File: src/hw/rtl/bbs_pkg.sv
// shared types and constants for the block boundary search core
package bbs_pkg;

  localparam int OP_W    = 2;
  localparam int IDX_W   = 8;
  localparam int OFS_W   = 17;
  localparam int CNT_W   = 9;
  localparam int PADDR_W = 3;
  localparam int PDATA_W = 32;

  // register index taken from paddr[2]
  localparam logic REG_NUM_BLOCKS = 1'b0;

  typedef enum logic [OP_W-1:0] {
    OP_LOAD       = 2'd0,
    OP_FIND_END   = 2'd1,
    OP_FIND_START = 2'd2,
    OP_UNUSED     = 2'd3
  } op_e;

  typedef enum logic [1:0] {
    CMD_LOAD       = 2'd0,
    CMD_FIND_END   = 2'd1,
    CMD_FIND_START = 2'd2,
    CMD_NOP        = 2'd3
  } cmd_e;

  typedef struct packed {
    cmd_e             kind;
    logic [IDX_W-1:0] entry_index;
    logic [OFS_W-1:0] entry_start;
    logic [OFS_W-1:0] entry_end;
    logic [OFS_W-1:0] key;
  } cmd_t;

endpackage

File: src/hw/rtl/bbs_in_if.sv
// input item channel
interface bbs_in_if;
  import bbs_pkg::*;

  logic             valid;
  logic             ready;
  logic [OP_W-1:0]  op;
  logic [IDX_W-1:0] entry_index;
  logic [OFS_W-1:0] entry_start;
  logic [OFS_W-1:0] entry_end;
  logic [OFS_W-1:0] key;

  modport source (
    output valid, op, entry_index, entry_start, entry_end, key,
    input  ready
  );

  modport sink (
    input  valid, op, entry_index, entry_start, entry_end, key,
    output ready
  );
endinterface

File: src/hw/rtl/bbs_front.sv
// front end: accepts input transfers, classifies them and queues commands
module bbs_front #(
  parameter int MAX_BLOCKS = 256
) (
  input  logic          clk_i,
  input  logic          rst_ni,
  bbs_in_if.sink        in_i,
  output logic          cmd_valid_o,
  output bbs_pkg::cmd_t cmd_o,
  input  logic          cmd_pop_i
);
  import bbs_pkg::*;

  cmd_t        q_q [2];
  logic        wr_ptr_q, wr_ptr_d;
  logic        rd_ptr_q, rd_ptr_d;
  logic [1:0]  cnt_q, cnt_d;
  logic        push;
  logic        pop;
  logic        in_range;
  cmd_t        cmd_new;

  assign in_range = 32'(in_i.entry_index) < 32'(MAX_BLOCKS);

  always_comb begin
    cmd_new.entry_index = in_i.entry_index;
    cmd_new.entry_start = in_i.entry_start;
    cmd_new.entry_end   = in_i.entry_end;
    cmd_new.key         = in_i.key;
    case (op_e'(in_i.op))
      OP_LOAD:       cmd_new.kind = in_range ? CMD_LOAD : CMD_NOP;
      OP_FIND_END:   cmd_new.kind = CMD_FIND_END;
      OP_FIND_START: cmd_new.kind = CMD_FIND_START;
      OP_UNUSED:     cmd_new.kind = CMD_NOP;
      default:       cmd_new.kind = CMD_NOP;
    endcase
  end

  assign in_i.ready  = (cnt_q != 2'd2);
  assign push        = in_i.valid && in_i.ready;
  assign cmd_valid_o = (cnt_q != 2'd0);
  assign pop         = cmd_pop_i && cmd_valid_o;
  assign cmd_o       = q_q[rd_ptr_q];

  always_comb begin
    wr_ptr_d = push ? ~wr_ptr_q : wr_ptr_q;
    rd_ptr_d = pop ? ~rd_ptr_q : rd_ptr_q;
    cnt_d    = cnt_q;
    if (push && !pop) begin
      cnt_d = cnt_q + 2'd1;
    end else if (pop && !push) begin
      cnt_d = cnt_q - 2'd1;
    end
  end

  always_ff @(posedge clk_i or negedge rst_ni) begin
    if (!rst_ni) begin
      wr_ptr_q <= 1'b0;
      rd_ptr_q <= 1'b0;
      cnt_q    <= 2'd0;
    end else begin
      wr_ptr_q <= wr_ptr_d;
      rd_ptr_q <= rd_ptr_d;
      cnt_q    <= cnt_d;
    end
  end

  always_ff @(posedge clk_i) begin
    if (push) begin
      q_q[wr_ptr_q] <= cmd_new;
    end
  end

endmodule

File: src/flat_wrapper.sv
// flat-port wrapper written by rule: the top's interface ports become plain ports
module bbs_front_flat import bbs_pkg::*;
#(
  parameter int MAX_BLOCKS = 256
)
  (clk_i, rst_ni, cmd_valid_o, cmd_o, cmd_pop_i, in_i_valid, in_i_op, in_i_entry_index, in_i_entry_start, in_i_entry_end, in_i_key, in_i_ready);
  bbs_in_if in_i_i ();
  input  logic clk_i;
  input  logic rst_ni;
  output logic cmd_valid_o;
  output bbs_pkg::cmd_t cmd_o;
  input  logic cmd_pop_i;
  input wire logic [$bits(in_i_i.valid)-1:0] in_i_valid;
  input wire logic [$bits(in_i_i.op)-1:0] in_i_op;
  input wire logic [$bits(in_i_i.entry_index)-1:0] in_i_entry_index;
  input wire logic [$bits(in_i_i.entry_start)-1:0] in_i_entry_start;
  input wire logic [$bits(in_i_i.entry_end)-1:0] in_i_entry_end;
  input wire logic [$bits(in_i_i.key)-1:0] in_i_key;
  output wire logic [$bits(in_i_i.ready)-1:0] in_i_ready;
  assign in_i_i.valid = in_i_valid;
  assign in_i_i.op = in_i_op;
  assign in_i_i.entry_index = in_i_entry_index;
  assign in_i_i.entry_start = in_i_entry_start;
  assign in_i_i.entry_end = in_i_entry_end;
  assign in_i_i.key = in_i_key;
  assign in_i_ready = in_i_i.ready;
  bbs_front #(.MAX_BLOCKS(MAX_BLOCKS)) u_core (.clk_i(clk_i), .rst_ni(rst_ni), .in_i(in_i_i), .cmd_valid_o(cmd_valid_o), .cmd_o(cmd_o), .cmd_pop_i(cmd_pop_i));
endmodule
File: config.mk
export PLATFORM = sky130hd
export DESIGN_NAME = bbs_front_flat
export DESIGN_NICKNAME = d
export VERILOG_FILES = /design/src/hw/rtl/bbs_pkg.sv /design/src/hw/rtl/bbs_in_if.sv /design/src/hw/rtl/bbs_front.sv /design/src/flat_wrapper.sv
export SDC_FILE = /design/constraint.sdc
export NUM_CORES = 1
export LEC_CHECK = 0
export BUFFER_PORTS_ARGS = -buffer_cell sky130_fd_sc_hd__clkbuf_2
export CELL_PAD_IN_SITES_DETAIL_PLACEMENT = 0
export CELL_PAD_IN_SITES_GLOBAL_PLACEMENT = 1
export CORE_UTILIZATION = 48
export DETAILED_ROUTE_END_ITERATION = 10
export GPL_ROUTABILITY_DRIVEN = 1
export GPL_TIMING_DRIVEN = 0
export PLACE_DENSITY_LB_ADDON = 0.1
export RECOVER_POWER = 50
export SLEW_MARGIN = 20
export SYNTH_ARGS = -nofsm -noshare
export SYNTH_HDL_FRONTEND = slang
export SYNTH_SLANG_ARGS = --single-unit
export TNS_END_PERCENT = 5
File: constraint.sdc
create_clock -name clk_i -period 10.9 [get_ports clk_i]
set_clock_uncertainty 0.05 [all_clocks]
set_input_delay 0.545 -clock clk_i [delete_from_list [all_inputs] [get_ports clk_i]]
set_output_delay 0.545 -clock clk_i [all_outputs]
set_load 0.02 [all_outputs]
# [Word level (Yosys, flattened, before mapping)]
# Memories as Yosys holds them, arrays and structs flattened.
# Cells that the tools add are included.
# Widths: inputs -> output; s select.
[classes] eq_ne=4 n_bitwise=2 reduce_logical=9 n_mux=5 add_sub_neg=2
[op_table] operator="$pmux 2 s4" n=1
[op_table] operator="$eq 2x2->1 const B" n=2
[op_table] operator="$logic_and 1x1->1" n=4
[op_table] operator="$mux 2" n=2
[op_table] operator="$reduce_bool 2->1" n=2
[op_table] operator="$add 2x1->2 const B" n=1
[op_table] operator="$eq 2x1->1 const B" n=1
[op_table] operator="$logic_not 1->1" n=2
[op_table] operator="$logic_not 2->1" n=1
[op_table] operator="$mux 1" n=2
[op_table] operator="$ne 2x2->1 const B" n=1
[op_table] operator="$not 1->1" n=2
[op_table] operator="$sub 2x1->2 const B" n=1
[totals] n_memories=1 word_cells=26 mem_bits_rw=122 out_inout_bits=63 input_bits=65 register_bits=4
[memory_table] name="u_core.q_q" depth=2 word_bits=61 read_ports=1 rd_ports_with_merged_regs=0 wr=1 line_no="bbs_front.sv:14" text="cmd_t q_q [2];"

# [Logic depth before layout (Yosys ltp)]
[depth] depth_word=6 depth_mapped=7 ltp_nobuf=7

# [Worst setup path after synthesis]
# Ideal clock, no wire load.
[synth_timing] path_type="register to register" startpoint="register u_core.cnt_q[0]" endpoint="memory u_core.q_q[0][0] in the netlist's numbering (enable)" required_ns=10.370 path_slack_ns=7.019 period_less_slack_ns=3.881 path_buffers=0 stages_incl_launch_ff=4 setup_ns=0.480 arrival_ns=3.351 path_cell_list="dfrtp_1 -> nand2b_1 -> nand2_1 -> nor2_1"
[synth_between] elab_chain_cells=4
[synth_rtl] item="start: declaration" line_no="bbs_front.sv:17" text="logic [1:0] cnt_q, cnt_d;"
[synth_rtl] item="start signal: assignment" line_no="bbs_front.sv:64" text="cnt_q <= cnt_d;"
[synth_rtl] item="$ne 2x2->1" line_no="bbs_front.sv:39" text="assign in_i.ready = (cnt_q != 2'd2);"
[synth_rtl] item="named net in_i_ready" line_no="flat_wrapper.sv:19" text="output wire logic [$bits(in_i_i.ready)-1:0] in_i_ready;"
[synth_rtl] item="$logic_and 1x1->1" line_no="bbs_front.sv:40" text="assign push = in_i.valid && in_i.ready;"
[synth_rtl] item="$mux 1" line_no="bbs_front.sv:69" text="if (push) begin"
[synth_rtl] item="$mux 1 (not written as such)" line_no="bbs_front.sv:70" text="q_q[wr_ptr_q] <= cmd_new;"
[synth_rtl] item="end: declaration" line_no="bbs_front.sv:14"
# The timed path passes the listed nets, and every way through them passes these cells.

# [Worst setup path in the final report]
[layout_timing] startpoint="register u_core.cnt_q[0]" endpoint="memory u_core.q_q[1][7] in the netlist's numbering (enable)"
[layout_between] elab_chain_cells=4
[layout_rtl] item="$ne 2x2->1" line_no="bbs_front.sv:39"
[layout_rtl] item="$logic_and 1x1->1" line_no="bbs_front.sv:40"
[layout_rtl] item="$mux 1" line_no="bbs_front.sv:69"
[layout_rtl] item="$mux 1 (not written as such)" line_no="bbs_front.sv:70"
# Every way passes these cells.

==> results_dict.tcl <==
set metrics [dict create \
    status "finished with violations" \
    violations "capacitance limit, slew limit" \
    worstHoldStart "in_i_key[1]" \
    start_kind "register" \
    rsz0062_at_grt "no" \
    hold_violations 0 \
    num_vias 2345 \
    dr.pass1.iters 4 \
    synth-seq-area-share 0.767 \
    worstPathArrival_ns 3.75 \
    end_kind "register" \
    antenna_found_initial 0 \
    rr_endpoint "u_core.q_q[1][7]$_DFFE_PP_" \
    final.min_clock_period_ns 3.75 \
    fillCellCount 777 \
    clock_latency_ns 0.50 \
    ys_types 16 \
    cap_violations 1 \
    relSlewSlack -0.924 \
    syn_area_per_cell_um2 23.4 \
    grt_pass1_wl_um 11200 \
    vdd_drop_max_mv 0.145 \
    overflow 0 \
    synth.largest_area_cell "edfxtp_1" \
    syn_inst 210 \
    synth_seq_cells 126 \
    fin_setup_tns_ns 0 \
    hold_end "u_core.q_q[1][1]$_DFFE_PP_" \
    worst_slew_pin_slew_ns 2.89 \
    ys_top_cells_by_area "edfxtp_1 (75%), mux2_4 (18%), buf_12 (2.4%)" \
    fin_cells 502 \
    gp_congestion 0.720 \
    cts_resized 0 \
    tritoncts "done" \
    dp_hpwl_um 4990 \
    grt_max_degree 50 \
    synth_warnings 0 \
    viasPerCell 4.67 \
    clk_pin_slew_ns 0.05 \
    r2r_slack_ns 7.15 \
    rows 36 \
    cts_max_level 4 \
    grt_pass1_vias 2281 \
    port_buffers 125 \
    slew_violations 50 \
    p_leak_nw 2.46 \
    wire_per_inst_um 15.1 \
    whs_ns 0.178 \
    wl_um 7600 \
    die_area_um2 10600 \
    period_share 0.344 \
    setup_violations 0 \
    post_cts_buffers 0 \
    numCtsBuffers 17 \
    fin_util 0.633 \
    rr_worst_depth 3 \
    r2r-start "u_core.cnt_q[0]$_DFFE_PN0P_" \
    antenna_cells 0 \
    cts-root-buf "clkbuf_8" \
    syn_nets 276 \
    ant_nets 0 \
    die_h_um 103 \
    area_growth_pct 26.8 \
    ctsHoldBuffers 1 \
    clockBufferDepth 2 \
    worst-setup-path-type "reg2reg" \
    drt_iter0_markers 87 \
    synth_top_area_frac 0.747 \
    p_per_area_nw_per_um2 295 \
    hold_path_class "in2reg" \
    drc 0 \
    syn_area_um2 4900 \
    place_inst 471 \
    worstHoldPathCells 1 \
    grtUsageTotal 0.152 \
    drive_gt1_frac 0.493 \
    core_region_area_um2 9820 \
    cts.sinks 126 \
    cp_max_fo 49 \
    start_util 0.499 \
    fin_nets 424 \
    dieWidth_um 103 \
    max_clock_freq_ghz 0.267 \
    required_ns 10.90 \
    ios 128 \
]
[cell usage after synthesis]
cell and n:
and3_1 1, buf_12 6, buf_6 1, clkbuf_1 2
dfrtp_1 4, edfxtp_1 122, ha_1 1, inv_1 1
mux2_2 2, mux2_4 59, nand2_1 2, nand2b_1 1
nor2_1 2, or2_1 1, xnor2_1 3, xor2_1 2
[registers in the layout, summed over array words and instances, names as in the netlist]
signal	flops
u_core.cnt_q	2
u_core.q_q	122
u_core.rd_ptr_q	1
u_core.wr_ptr_q	1
[worst max path at each step]
stage | start | endpoint
final | u_core.cnt_q[0]$_DFFE_PN0P_ | u_core.q_q[1][7]$_DFFE_PP_
after global placement | in_i_valid | u_core.q_q[0][15]$_DFFE_PP_
after global routing | u_core.cnt_q[0]$_DFFE_PN0P_ | u_core.q_q[1][35]$_DFFE_PP_
after floorplan | u_core.cnt_q[0]$_DFFE_PN0P_ | u_core.q_q[0][0]$_DFFE_PP_
after CTS | u_core.rd_ptr_q$_DFFE_PN0P_ | cmd_o[35]
after detailed placement | in_i_valid | u_core.q_q[0][15]$_DFFE_PP_
[power breakdown]
| group | leakage [nW] | switching (mW) | internal [mW] | total [mW] |
|---|---|---|---|---|
| Clock | 0.247 | 0.177 | 0.293 | 0.470 |
| Sequential | 1.18 | 0.0282 | 0.668 | 0.696 |
| Combinational | 1.04 | 0.354 | 0.311 | 0.665 |
[worst max-delay path, stage by stage, from the launching register on]
cell and delay, ns:
dfrtp_1 0.40, nand2b_1 0.16, and3_1 0.56, clkbuf_1 2.10
[layout by cell type (no fill, tap or decap), drive strengths merged]
master / instances
nor2: 2
clkinv: 9
buf: 9
xor2: 2
dfrtp: 4
edfxtp: 122
nand2: 2
dlygate4sd3: 1
clkbuf: 147
and3: 1
nand2b: 1
xnor2: 3
inv: 1
mux2: 61
clkinvlp: 1
ha: 1
or2: 1
bufinv: 1
[cell families (layout without fill, tap and decap cells)]
group,count (synthesis),in the layout,synth area share
flip-flops,126,126,0.767
multiplexers,61,61,0.185
buffers and inverters,10,169,0.0291
AND/OR/NAND/NOR,7,7,0.00689
XOR/XNOR,5,5,0.00893
adder cells (fa/ha/maj),1,1,0.00255
[layer usage]
layer / up-vias / global-route usage / wire length, µm
met5: - / 0 / 0
met4: 0 / 0.0748 / 108
met3: 12 / 0.0583 / 476
met2: 79 / 0.263 / 4060
met1: 1130 / 0.163 / 2960
li1: 1124 / - / -
[layout make-up]
class,count,area [µm²],area share
clock inverters,11,77.6,0.0125
multi-input cells,74,1010,0.162
repair buffers,129,639,0.103
plain buffers,9,139,0.0223
clock buffers,19,422,0.0678
well taps,133,166,0.0268
flip-flops and latches,126,3760,0.605
inverters,1,3.75,0.000604
[per-stage QoR]
step | instance area, µm² | setup WS [ns] | power, mW
3_3_place_gp | 5700 | 5.58 | 1.37
3_5_place_dp | 5780 | 9.00 | 1.39
6_report | 6220 | 7.15 | 1.83
4_1_cts | 6290 | 8.59 | 1.86
5_1_grt | 6220 | 6.81 | 1.92
2_1_floorplan | 4900 | 7.02 | 1.20
Note: power is estimated with default switching activity, not from simulation.
